## config.mk

```make
export PLATFORM = sky130hd
export DESIGN_NAME = sbus_frame_decoder_flat
export DESIGN_NICKNAME = d
export VERILOG_FILES = /design/src/sv/sfd_pkg.sv /design/src/sv/sfd_byte_if.sv /design/src/sv/sfd_chan_if.sv /design/src/sv/sfd_ctrl.sv /design/src/sv/sfd_datapath.sv /design/src/sv/sbus_frame_decoder.sv /design/src/flat_wrapper.sv
export SDC_FILE = /design/constraint.sdc
export NUM_CORES = 1
export LEC_CHECK = 0
export BUFFER_PORTS_ARGS = -buffer_cell sky130_fd_sc_hd__buf_2
export CORE_AREA = 5 5 131 196
export DETAILED_ROUTE_END_ITERATION = 8
export DIE_AREA = 0 0 136 201
export GPL_ROUTABILITY_DRIVEN = 0
export PLACE_DENSITY = 0.65
export SYNTH_ARGS = -nofsm -noshare
export SYNTH_HDL_FRONTEND = slang
export SYNTH_SLANG_ARGS = --single-unit
export TNS_END_PERCENT = 5
```

## constraint.sdc

```tcl
create_clock -name i_clk -period 11 [get_ports i_clk]
set_input_delay 1.65 -clock i_clk [delete_from_list [all_inputs] [get_ports i_clk]]
set_output_delay 1.65 -clock i_clk [all_outputs]
set_load 0.05 [all_outputs]
```

## src/sv/sfd_pkg.sv

```systemverilog
// ---------------------------------------------------------------------------
// sfd_pkg: shared constants and types of the serial frame decoder
// Frame layout, channel scaling constants and the controller/datapath links.
// ---------------------------------------------------------------------------
package sfd_pkg;

    // frame layout
    localparam int unsigned NUM_CHANNELS = 16;
    localparam int unsigned FULL_SCALE   = 1024;
    localparam int unsigned CHAN_BITS    = 11;
    localparam int unsigned DATA_BYTES   = 22;
    localparam int unsigned DATA_BITS    = DATA_BYTES * 8;
    localparam int unsigned FRAME_LEN    = 25;

    localparam logic [7:0] START_BYTE = 8'h0F;
    localparam logic [7:0] END_BYTE   = 8'h00;

    // byte position codes inside a frame
    localparam logic [4:0] POS_FIRST = 5'd1;
    localparam logic [4:0] POS_FLAGS = 5'(DATA_BYTES + 1);
    localparam logic [4:0] POS_LAST  = 5'(FRAME_LEN - 1);

    // flag byte bits
    localparam int unsigned FLAG_LOST     = 2;
    localparam int unsigned FLAG_FAILSAFE = 3;
    localparam int unsigned FLAG_MARK     = 4;
    localparam int unsigned FLAG_CH01     = 5;
    localparam int unsigned FLAG_CH23     = 6;
    localparam int unsigned FLAG_HIRES    = 7;

    localparam logic [15:0] MASK_PLAIN  = 16'hffff;
    localparam logic [15:0] MASK_MARKED = 16'hfff0;
    localparam logic [15:0] MASK_CH01   = 16'h0003;
    localparam logic [15:0] MASK_CH23   = 16'h000c;

    localparam logic [11:0] CHAN_CENTER = 12'h3E0;

    // controller to datapath
    typedef struct packed {
        logic store_data;
        logic store_flags;
        logic shift_chan;
    } t_dp_cmd;

    // datapath to controller
    typedef struct packed {
        logic is_start;
        logic frame_ok;
    } t_dp_status;

endpackage

```

## src/sv/sfd_byte_if.sv

```systemverilog
// ---------------------------------------------------------------------------
// sfd_byte_if: received byte channel
// Valid/ready channel carrying one serial byte per word.
// ---------------------------------------------------------------------------
interface sfd_byte_if;
    logic       valid;
    logic       ready;
    logic [7:0] rx_byte;

    modport source (output valid, output rx_byte, input ready);
    modport sink   (input valid, input rx_byte, output ready);
endinterface

```

## src/sv/sfd_chan_if.sv

```systemverilog
// ---------------------------------------------------------------------------
// sfd_chan_if: channel result channel
// Valid/ready channel carrying one decoded channel per word.
// ---------------------------------------------------------------------------
interface sfd_chan_if;
    logic               valid;
    logic               ready;
    logic [3:0]         channel_index;
    logic signed [11:0] channel_value;
    logic               last_channel;
    logic [15:0]        active_mask;
    logic               high_resolution;

    modport source (output valid, output channel_index, output channel_value,
                    output last_channel, output active_mask,
                    output high_resolution, input ready);
    modport sink   (input valid, input channel_index, input channel_value,
                    input last_channel, input active_mask,
                    input high_resolution, output ready);
endinterface

```

## src/sv/sfd_ctrl.sv

```systemverilog
// ---------------------------------------------------------------------------
// sfd_ctrl: frame decoder controller
// Hunts for the start byte, counts frame bytes and sequences channel output.
// ---------------------------------------------------------------------------
module sfd_ctrl #(
    parameter int unsigned NUM_CHANNELS = sfd_pkg::NUM_CHANNELS
) (
    input  logic                i_clk,
    input  logic                i_rst_n,
    input  logic                i_cfg_wr_en,
    input  logic                i_cfg_wr_data,
    input  logic                i_in_valid,
    output logic                o_in_ready,
    output logic                o_out_valid,
    input  logic                i_out_ready,
    output logic [3:0]          o_chan,
    output logic                o_last,
    input  sfd_pkg::t_dp_status i_status,
    output sfd_pkg::t_dp_cmd    o_cmd
);

    localparam logic [1:0] ST_HUNT    = 2'd0;
    localparam logic [1:0] ST_COLLECT = 2'd1;
    localparam logic [1:0] ST_EMIT    = 2'd2;

    localparam logic [3:0] LAST_CHAN = 4'(NUM_CHANNELS - 1);

    logic [1:0] r_state, n_state;
    logic [4:0] r_pos, n_pos;
    logic [3:0] r_chan, n_chan;
    logic       r_enable;

    logic in_take;
    logic out_take;

    assign o_in_ready  = (r_state != ST_EMIT);
    assign o_out_valid = (r_state == ST_EMIT);
    assign o_chan      = r_chan;
    assign o_last      = (r_chan == LAST_CHAN);

    // bytes are taken whenever ready, but only counted while enabled
    assign in_take  = i_in_valid && o_in_ready && r_enable;
    assign out_take = o_out_valid && i_out_ready;

    // next state and datapath commands
    always_comb begin
        n_state = r_state;
        n_pos   = r_pos;
        n_chan  = r_chan;
        o_cmd   = '0;
        case (r_state)
            ST_HUNT: begin
                if (in_take && i_status.is_start) begin
                    n_state = ST_COLLECT;
                    n_pos   = sfd_pkg::POS_FIRST;
                end
            end
            ST_COLLECT: begin
                if (in_take) begin
                    if (r_pos == sfd_pkg::POS_LAST) begin
                        n_pos  = '0;
                        n_chan = '0;
                        n_state = i_status.frame_ok ? ST_EMIT : ST_HUNT;
                    end else begin
                        o_cmd.store_data  = (r_pos != sfd_pkg::POS_FLAGS);
                        o_cmd.store_flags = (r_pos == sfd_pkg::POS_FLAGS);
                        n_pos = r_pos + 5'd1;
                    end
                end
            end
            ST_EMIT: begin
                if (out_take) begin
                    o_cmd.shift_chan = 1'b1;
                    if (o_last) begin
                        n_state = ST_HUNT;
                    end else begin
                        n_chan = r_chan + 4'd1;
                    end
                end
            end
            default: begin
                n_state = ST_HUNT;
            end
        endcase
    end

    // control registers
    always_ff @(posedge i_clk) begin
        if (!i_rst_n) begin
            r_state  <= ST_HUNT;
            r_pos    <= '0;
            r_chan   <= '0;
            r_enable <= 1'b0;
        end else begin
            r_state <= n_state;
            r_pos   <= n_pos;
            r_chan  <= n_chan;
            if (i_cfg_wr_en) begin
                r_enable <= i_cfg_wr_data;
            end
        end
    end

endmodule

```

## src/sv/sfd_datapath.sv

```systemverilog
// ---------------------------------------------------------------------------
// sfd_datapath: frame decoder datapath
// Frame shift register, flag checks and per-channel scaling.
// ---------------------------------------------------------------------------
module sfd_datapath #(
    parameter int unsigned FULL_SCALE = sfd_pkg::FULL_SCALE
) (
    input  logic                i_clk,
    input  logic [7:0]          i_rx_byte,
    input  sfd_pkg::t_dp_cmd    i_cmd,
    output sfd_pkg::t_dp_status o_status,
    output logic signed [11:0]  o_value,
    output logic [15:0]         o_mask,
    output logic                o_hires
);

    logic [sfd_pkg::DATA_BITS-1:0] r_bits;
    logic [7:0]                    r_flags;

    logic [10:0]        raw;
    logic signed [11:0] delta;
    logic signed [14:0] p5;
    logic signed [14:0] p5_adj;
    logic signed [11:0] norm_val;
    logic [10:0]        mag;
    logic [13:0]        m5;
    logic [12:0]        rmag;
    logic [12:0]        cmag;
    logic signed [13:0] hval;

    // data bytes shift in from the top, so byte 1 ends at the bottom;
    // each delivered channel shifts the next one down
    always_ff @(posedge i_clk) begin
        if (i_cmd.store_data) begin
            r_bits <= {i_rx_byte, r_bits[sfd_pkg::DATA_BITS-1:8]};
        end else if (i_cmd.shift_chan) begin
            r_bits <= {{sfd_pkg::CHAN_BITS{1'b0}},
                       r_bits[sfd_pkg::DATA_BITS-1:sfd_pkg::CHAN_BITS]};
        end
        if (i_cmd.store_flags) begin
            r_flags <= i_rx_byte;
        end
    end

    // frame checks
    assign o_status.is_start = (i_rx_byte == sfd_pkg::START_BYTE);
    assign o_status.frame_ok = (i_rx_byte == sfd_pkg::END_BYTE)
                               && !r_flags[sfd_pkg::FLAG_LOST]
                               && !r_flags[sfd_pkg::FLAG_FAILSAFE];

    // mask and resolution from flags
    always_comb begin
        o_mask = sfd_pkg::MASK_PLAIN;
        if (r_flags[sfd_pkg::FLAG_MARK]) begin
            o_mask = sfd_pkg::MASK_MARKED;
            if (r_flags[sfd_pkg::FLAG_CH01]) o_mask = o_mask | sfd_pkg::MASK_CH01;
            if (r_flags[sfd_pkg::FLAG_CH23]) o_mask = o_mask | sfd_pkg::MASK_CH23;
        end
    end
    assign o_hires = r_flags[sfd_pkg::FLAG_MARK] && r_flags[sfd_pkg::FLAG_HIRES];

    // centered channel value
    assign raw   = r_bits[sfd_pkg::CHAN_BITS-1:0];
    assign delta = $signed({1'b0, raw}) - $signed(sfd_pkg::CHAN_CENTER);

    // plain scale: 5/8, truncated toward zero
    assign p5       = ($signed({{3{delta[11]}}, delta}) <<< 2)
                      + $signed({{3{delta[11]}}, delta});
    assign p5_adj   = p5[14] ? (p5 + 15'sd7) : p5;
    assign norm_val = 12'(p5_adj >>> 3);

    // high resolution: 5/4 on the magnitude, half away from zero, clamped
    assign mag  = delta[11] ? 11'(-delta) : delta[10:0];
    assign m5   = ({3'b0, mag} << 2) + {3'b0, mag} + 14'd2;
    assign rmag = {1'b0, m5[13:2]};
    assign cmag = (rmag > 13'(FULL_SCALE)) ? 13'(FULL_SCALE) : rmag;
    assign hval = delta[11] ? -$signed({1'b0, cmag}) : $signed({1'b0, cmag});

    assign o_value = o_hires ? 12'(hval) : norm_val;

endmodule

```

## src/sv/sbus_frame_decoder.sv

```systemverilog
// ---------------------------------------------------------------------------
// sbus_frame_decoder: 16-channel serial frame decoder
// Collects 25-byte frames from a byte stream and emits scaled channels.
// ---------------------------------------------------------------------------
// While enabled, each received byte word is taken; outside a
// frame only the start byte 0x0F is kept. Bytes are always taken (ready is
// high) except while a frame's channels are being delivered; with enable
// low they are taken and dropped. On the 25th byte the end byte and the
// failsafe and frame-lost flags are checked, and a good frame then yields
// 16 channel words, one per cycle that the sink takes one, walked out of
// the 176-bit frame shift register; the input stalls for those 16 words.
module sbus_frame_decoder #(
    parameter int unsigned NUM_CHANNELS = sfd_pkg::NUM_CHANNELS,
    parameter int unsigned FULL_SCALE   = sfd_pkg::FULL_SCALE
) (
    input  logic       i_clk,
    input  logic       i_rst_n,
    input  logic       i_cfg_wr_en,
    input  logic       i_cfg_wr_data,
    sfd_byte_if.sink   i_rx,
    sfd_chan_if.source o_res
);

    sfd_pkg::t_dp_cmd    cmd;
    sfd_pkg::t_dp_status status;

    sfd_ctrl #(
        .NUM_CHANNELS (NUM_CHANNELS)
    ) u_ctrl (
        .i_clk         (i_clk),
        .i_rst_n       (i_rst_n),
        .i_cfg_wr_en   (i_cfg_wr_en),
        .i_cfg_wr_data (i_cfg_wr_data),
        .i_in_valid    (i_rx.valid),
        .o_in_ready    (i_rx.ready),
        .o_out_valid   (o_res.valid),
        .i_out_ready   (o_res.ready),
        .o_chan        (o_res.channel_index),
        .o_last        (o_res.last_channel),
        .i_status      (status),
        .o_cmd         (cmd)
    );

    sfd_datapath #(
        .FULL_SCALE (FULL_SCALE)
    ) u_datapath (
        .i_clk     (i_clk),
        .i_rx_byte (i_rx.rx_byte),
        .i_cmd     (cmd),
        .o_status  (status),
        .o_value   (o_res.channel_value),
        .o_mask    (o_res.active_mask),
        .o_hires   (o_res.high_resolution)
    );

    // input is held off while channels are delivered
    a_no_overlap: assert property (@(posedge i_clk) disable iff (!i_rst_n)
        o_res.valid |-> !i_rx.ready)
        else $error("input ready while channel words pending");

    // a frame's output starts at channel zero
    a_first_chan: assert property (@(posedge i_clk) disable iff (!i_rst_n)
        $rose(o_res.valid) |-> (o_res.channel_index == 4'd0))
        else $error("frame output did not start at channel zero");

    // the last channel word closes the frame
    a_last_ends: assert property (@(posedge i_clk) disable iff (!i_rst_n)
        (o_res.valid && o_res.ready && o_res.last_channel) |=> !o_res.valid)
        else $error("channel words continue after last channel");

    // scaled value stays within full scale
    a_range: assert property (@(posedge i_clk) disable iff (!i_rst_n)
        o_res.valid |-> ((int'(o_res.channel_value) >= -int'(FULL_SCALE))
                         && (int'(o_res.channel_value) <= int'(FULL_SCALE))))
        else $error("channel value outside full scale");

endmodule
```

## src/flat_wrapper.sv

```systemverilog
// flat-port wrapper written by rule: the top's interface ports become plain ports
module sbus_frame_decoder_flat 
#(
    parameter int unsigned NUM_CHANNELS = sfd_pkg::NUM_CHANNELS,
    parameter int unsigned FULL_SCALE   = sfd_pkg::FULL_SCALE
)
  (i_clk, i_rst_n, i_cfg_wr_en, i_cfg_wr_data, i_rx_valid, i_rx_rx_byte, i_rx_ready, o_res_valid, o_res_channel_index, o_res_channel_value, o_res_last_channel, o_res_active_mask, o_res_high_resolution, o_res_ready);
  sfd_byte_if i_rx_i ();
  sfd_chan_if o_res_i ();
  input  logic i_clk;
  input  logic i_rst_n;
  input  logic i_cfg_wr_en;
  input  logic i_cfg_wr_data;
  input wire logic [$bits(i_rx_i.valid)-1:0] i_rx_valid;
  input wire logic [$bits(i_rx_i.rx_byte)-1:0] i_rx_rx_byte;
  output wire logic [$bits(i_rx_i.ready)-1:0] i_rx_ready;
  output wire logic [$bits(o_res_i.valid)-1:0] o_res_valid;
  output wire logic [$bits(o_res_i.channel_index)-1:0] o_res_channel_index;
  output wire logic [$bits(o_res_i.channel_value)-1:0] o_res_channel_value;
  output wire logic [$bits(o_res_i.last_channel)-1:0] o_res_last_channel;
  output wire logic [$bits(o_res_i.active_mask)-1:0] o_res_active_mask;
  output wire logic [$bits(o_res_i.high_resolution)-1:0] o_res_high_resolution;
  input wire logic [$bits(o_res_i.ready)-1:0] o_res_ready;
  assign i_rx_i.valid = i_rx_valid;
  assign i_rx_i.rx_byte = i_rx_rx_byte;
  assign i_rx_ready = i_rx_i.ready;
  assign o_res_valid = o_res_i.valid;
  assign o_res_channel_index = o_res_i.channel_index;
  assign o_res_channel_value = o_res_i.channel_value;
  assign o_res_last_channel = o_res_i.last_channel;
  assign o_res_active_mask = o_res_i.active_mask;
  assign o_res_high_resolution = o_res_i.high_resolution;
  assign o_res_i.ready = o_res_ready;
  sbus_frame_decoder #(.NUM_CHANNELS(NUM_CHANNELS), .FULL_SCALE(FULL_SCALE)) u_core (.i_clk(i_clk), .i_rst_n(i_rst_n), .i_cfg_wr_en(i_cfg_wr_en), .i_cfg_wr_data(i_cfg_wr_data), .i_rx(i_rx_i), .o_res(o_res_i));
endmodule
```

==> impl_metrics.csv <==
group,metric,value,unit
sta,worstMarginPinSlew,1.08,ns
die,core_area,0.0239,mm^2
sta,hold_violations,0,
grt,grt.met2_usage,0.277,
outcome,status,"completed",
clock_network,cts_resized,0,
synthesis,synthCells,809,
min_path,hold_path_end,"u_core.u_ctrl.r_state[0]",
synthesis,yosysTopAreaCellShare,0.520,
final_layout,final_layout_size_suffix_gt1_frac,0.302,
grt,grt_max_degree,91,
setup_path,crit_fanout,20,
setup_path,cp.arrival,6.64,ns
job,drv_cap,0,
setup_path,required,9.35,ns
die,ios,50,
synthesis,synth_edf_count,182,
route,viasPerCell,5.38,
sta,min_period,8.29,ns
clock_network,cts_made_buffers,17,
setup_path,path_class,"reg -> out",
final_layout,seqCellArea,0.00571,mm^2
final_layout,area_delta_synth_final,9.67,%
die,initial_core_util,0.440,
synthesis,ys_warn_count,0,
sta,setup_viol,0,
die,die_w,136,um
synthesis,dominantRegCellSynth,"edfxtp_1",
die,die_h,201,um
power,powerDensity,122,mW/mm^2
synthesis,avgSynthCellArea,13.0,um^2
final_layout,n_fill_cell,2148,
synthesis,synth_cell_types,79,
route,first_iter_violations,391,
setup_path,rr_worst_depth,7,
final_layout,final_cell_area,0.0115,mm^2
synthesis,ys_seq_area_frac,0.543,
placed_design,hpwl,14200,um
final_layout,nets,877,
min_path,whs_path_depth,1,
final_layout,most-common-layout-cells,"182 x edfxtp_1, 165 x mux2_2, 37 x buf_2, 36 x nor2_1, 33 x nand2_1",
setup_path,startpoint_type,"register",
synthesis,ys_ff_latch,194,
clock_network,root_buffer,"clkbuf_16",
sta,fmax,0.121,GHz
power,power,0.00141,W
die,die_area,0.0273,mm^2
route,post_drt_wl_per_cell,16.7,um
final_layout,multi_input_area,0.00454,mm^2
sta,slew_headroom,0.280,
grt,grt_pass1_wl,31500,um
die,fp-row-count,70,
power,ir_drop,0.000175,V
synthesis,ys_async_sr_fraction,0,
grt,grt_pass1_vias,6456,
clock_network,clk_path_buf_depth,2,
clock_network,clk_pin_slew,0.07,ns
final_layout,final_util,0.482,
route,wl,19600,um
grt,grtUsageMet3,0.0241,
sta,fin_tns_setup,0,ns
clock_network,cts_sinks,194,
route,antenna_left,0,
grt,antenna_found_initial,0,
setup_path,reg2reg_to,"u_core.u_datapath.r_bits[87]",
synthesis,synth_area_leader_cell,"edfxtp_1",
grt,use_met1,0.147,
placed_design,place_area,0.0110,mm^2
sta,rsz0062_at_grt,"false",
grt,track_usage,0.145,
route,dr.pass1.iters,4,
placed_design,port_buffers,37,
synthesis,synth_area,0.0105,mm^2
setup_path,timing.rr.start,"u_core.u_ctrl.r_pos[0]",
sta,fin_crit_sh,0.753,
clock_network,clkLatencyLatePin,0.43,ns
sta,slew_violations,0,
grt,grt_overflow_total,0,
setup_path,cp-end-kind,"output pin",
clock_network,holdBufCountCts,0,
final_layout,final_common_cell,"edfxtp_1",
clock_network,post_cts_buffers,0,
min_path,hp-start,"u_core.u_ctrl.r_state[1]",
route,drc,0,
clock_network,h-tree-depth,4,
final_layout,antenna_cells,0,
clock_network,cts_tree,"built",
synthesis,synthTopCellsByArea,"edfxtp_1 52%, mux2_2 18%, ha_1 3.1%",
route,via_count,6307,
grt,globalRoute.busiestLayer,"met2",
sta,finalClockSkew,0.00821,ns
power,p_leak,3.89,nW
min_path,hold_path_class,"reg -> reg",
setup_path,ff2ff_setup_slack,7.12,ns
[worst max-delay path, stage by stage, from the launching register on]
cell	delay [ns]
edfxtp_1	0.62
ha_1	0.48
a41o_1	0.60
inv_2	0.31
o31ai_1	0.17
xnor2_1	0.14
ha_1	0.38
nor2b_1	0.17
o31a_1	0.25
o22a_1	0.21
o31a_1	0.32
xor2_1	0.24
nor4_2	0.39
a41o_1	0.45
nand2b_1	0.14
ha_1	0.26
nor2b_1	0.14
a221oi_1	0.39
nand2_1	0.10
o211ai_1	0.17
buf_2	0.29
[layout make-up]
type / count / area share
Timing Repair Buffer: 41 / 0.0187
Clock inverter: 15 / 0.0129
Inverter: 24 / 0.00781
Clock buffer: 17 / 0.0369
Tap cell: 324 / 0.0352
Sequential cell: 194 / 0.495
Multi-Input combinational cell: 557 / 0.394
[synthesized netlist by cell type, drive strengths merged (10+ instances only)]
cell type  count
xnor2         26
nand2b        11
ha            26
and2          15
nor3          13
nand2         33
nand4         10
buf           20
nor2          36
edfxtp       182
xor2          19
dfxtp         12
clkbuf        25
a21oi         29
o21ai         24
nand3         26
mux2         165
inv           23
[metal layers]
layer	wire [um]	vias to the layer above
met5	0	-
met4	820	0
met3	498	39
met2	11200	123
met1	7010	3040
li1	-	3105
[per-stage QoR]
step,worst slack [ns],hold WS [ns],instances
global placement,3.41,0.464,1140
global route,2.24,0.519,1172
finish,2.71,0.478,1172
floorplan,3.11,0.436,820
detailed placement,3.21,0.469,1140
CTS,2.74,0.482,1172
[report_power, final]
| group | switching [W] | leakage [nW] | internal (W) |
|---|---|---|---|
| registers | 0.000000242 | 1.73 | 0.000794 |
| clock network | 0.000280 | 0.266 | 0.000319 |
| logic | 0.0000120 | 1.90 | 0.00000243 |
[worst max path at each step]
stage	depth (start not counted)	slack (ns)	startpoint	to
4_1_cts	20	2.74	u_core.u_datapath.r_bits[5]	o_res_channel_value[4]
5_1_grt	20	2.24	u_core.u_datapath.r_bits[5]	o_res_channel_value[4]
3_3_place_gp	20	3.41	u_core.u_datapath.r_bits[5]	o_res_channel_value[4]
2_1_floorplan	5	3.11	i_rx_valid	u_core.u_datapath.r_bits[0]
3_5_place_dp	20	3.21	u_core.u_datapath.r_bits[5]	o_res_channel_value[4]
6_report	20	2.71	u_core.u_datapath.r_bits[5]	o_res_channel_value[4]
[sequential cells by signal, indices dropped and copies added, names as in the netlist]
signal,cells
u_core.u_ctrl.r_pos,5
u_core.u_ctrl.r_state,2
u_core.u_datapath.r_bits,176
u_core.u_ctrl.o_chan,4
u_core.u_ctrl.r_enable,1
u_core.u_datapath.r_flags,6
[cell families (layout without fill, tap and decap cells)]
logic type,Yosys count,in the layout,share of synthesized area
AO/OA/AOI/OAI,113,113,0.0721
XOR/XNOR,45,45,0.0396
adder cells (fa/ha/maj),28,28,0.0347
buffers and inverters,69,97,0.0307
flip-flops,194,194,0.543
multiplexers,170,170,0.181
other,1,12,0.000357
AND/OR/NAND/NOR,189,189,0.0984
(Power assumes the default switching activity.)
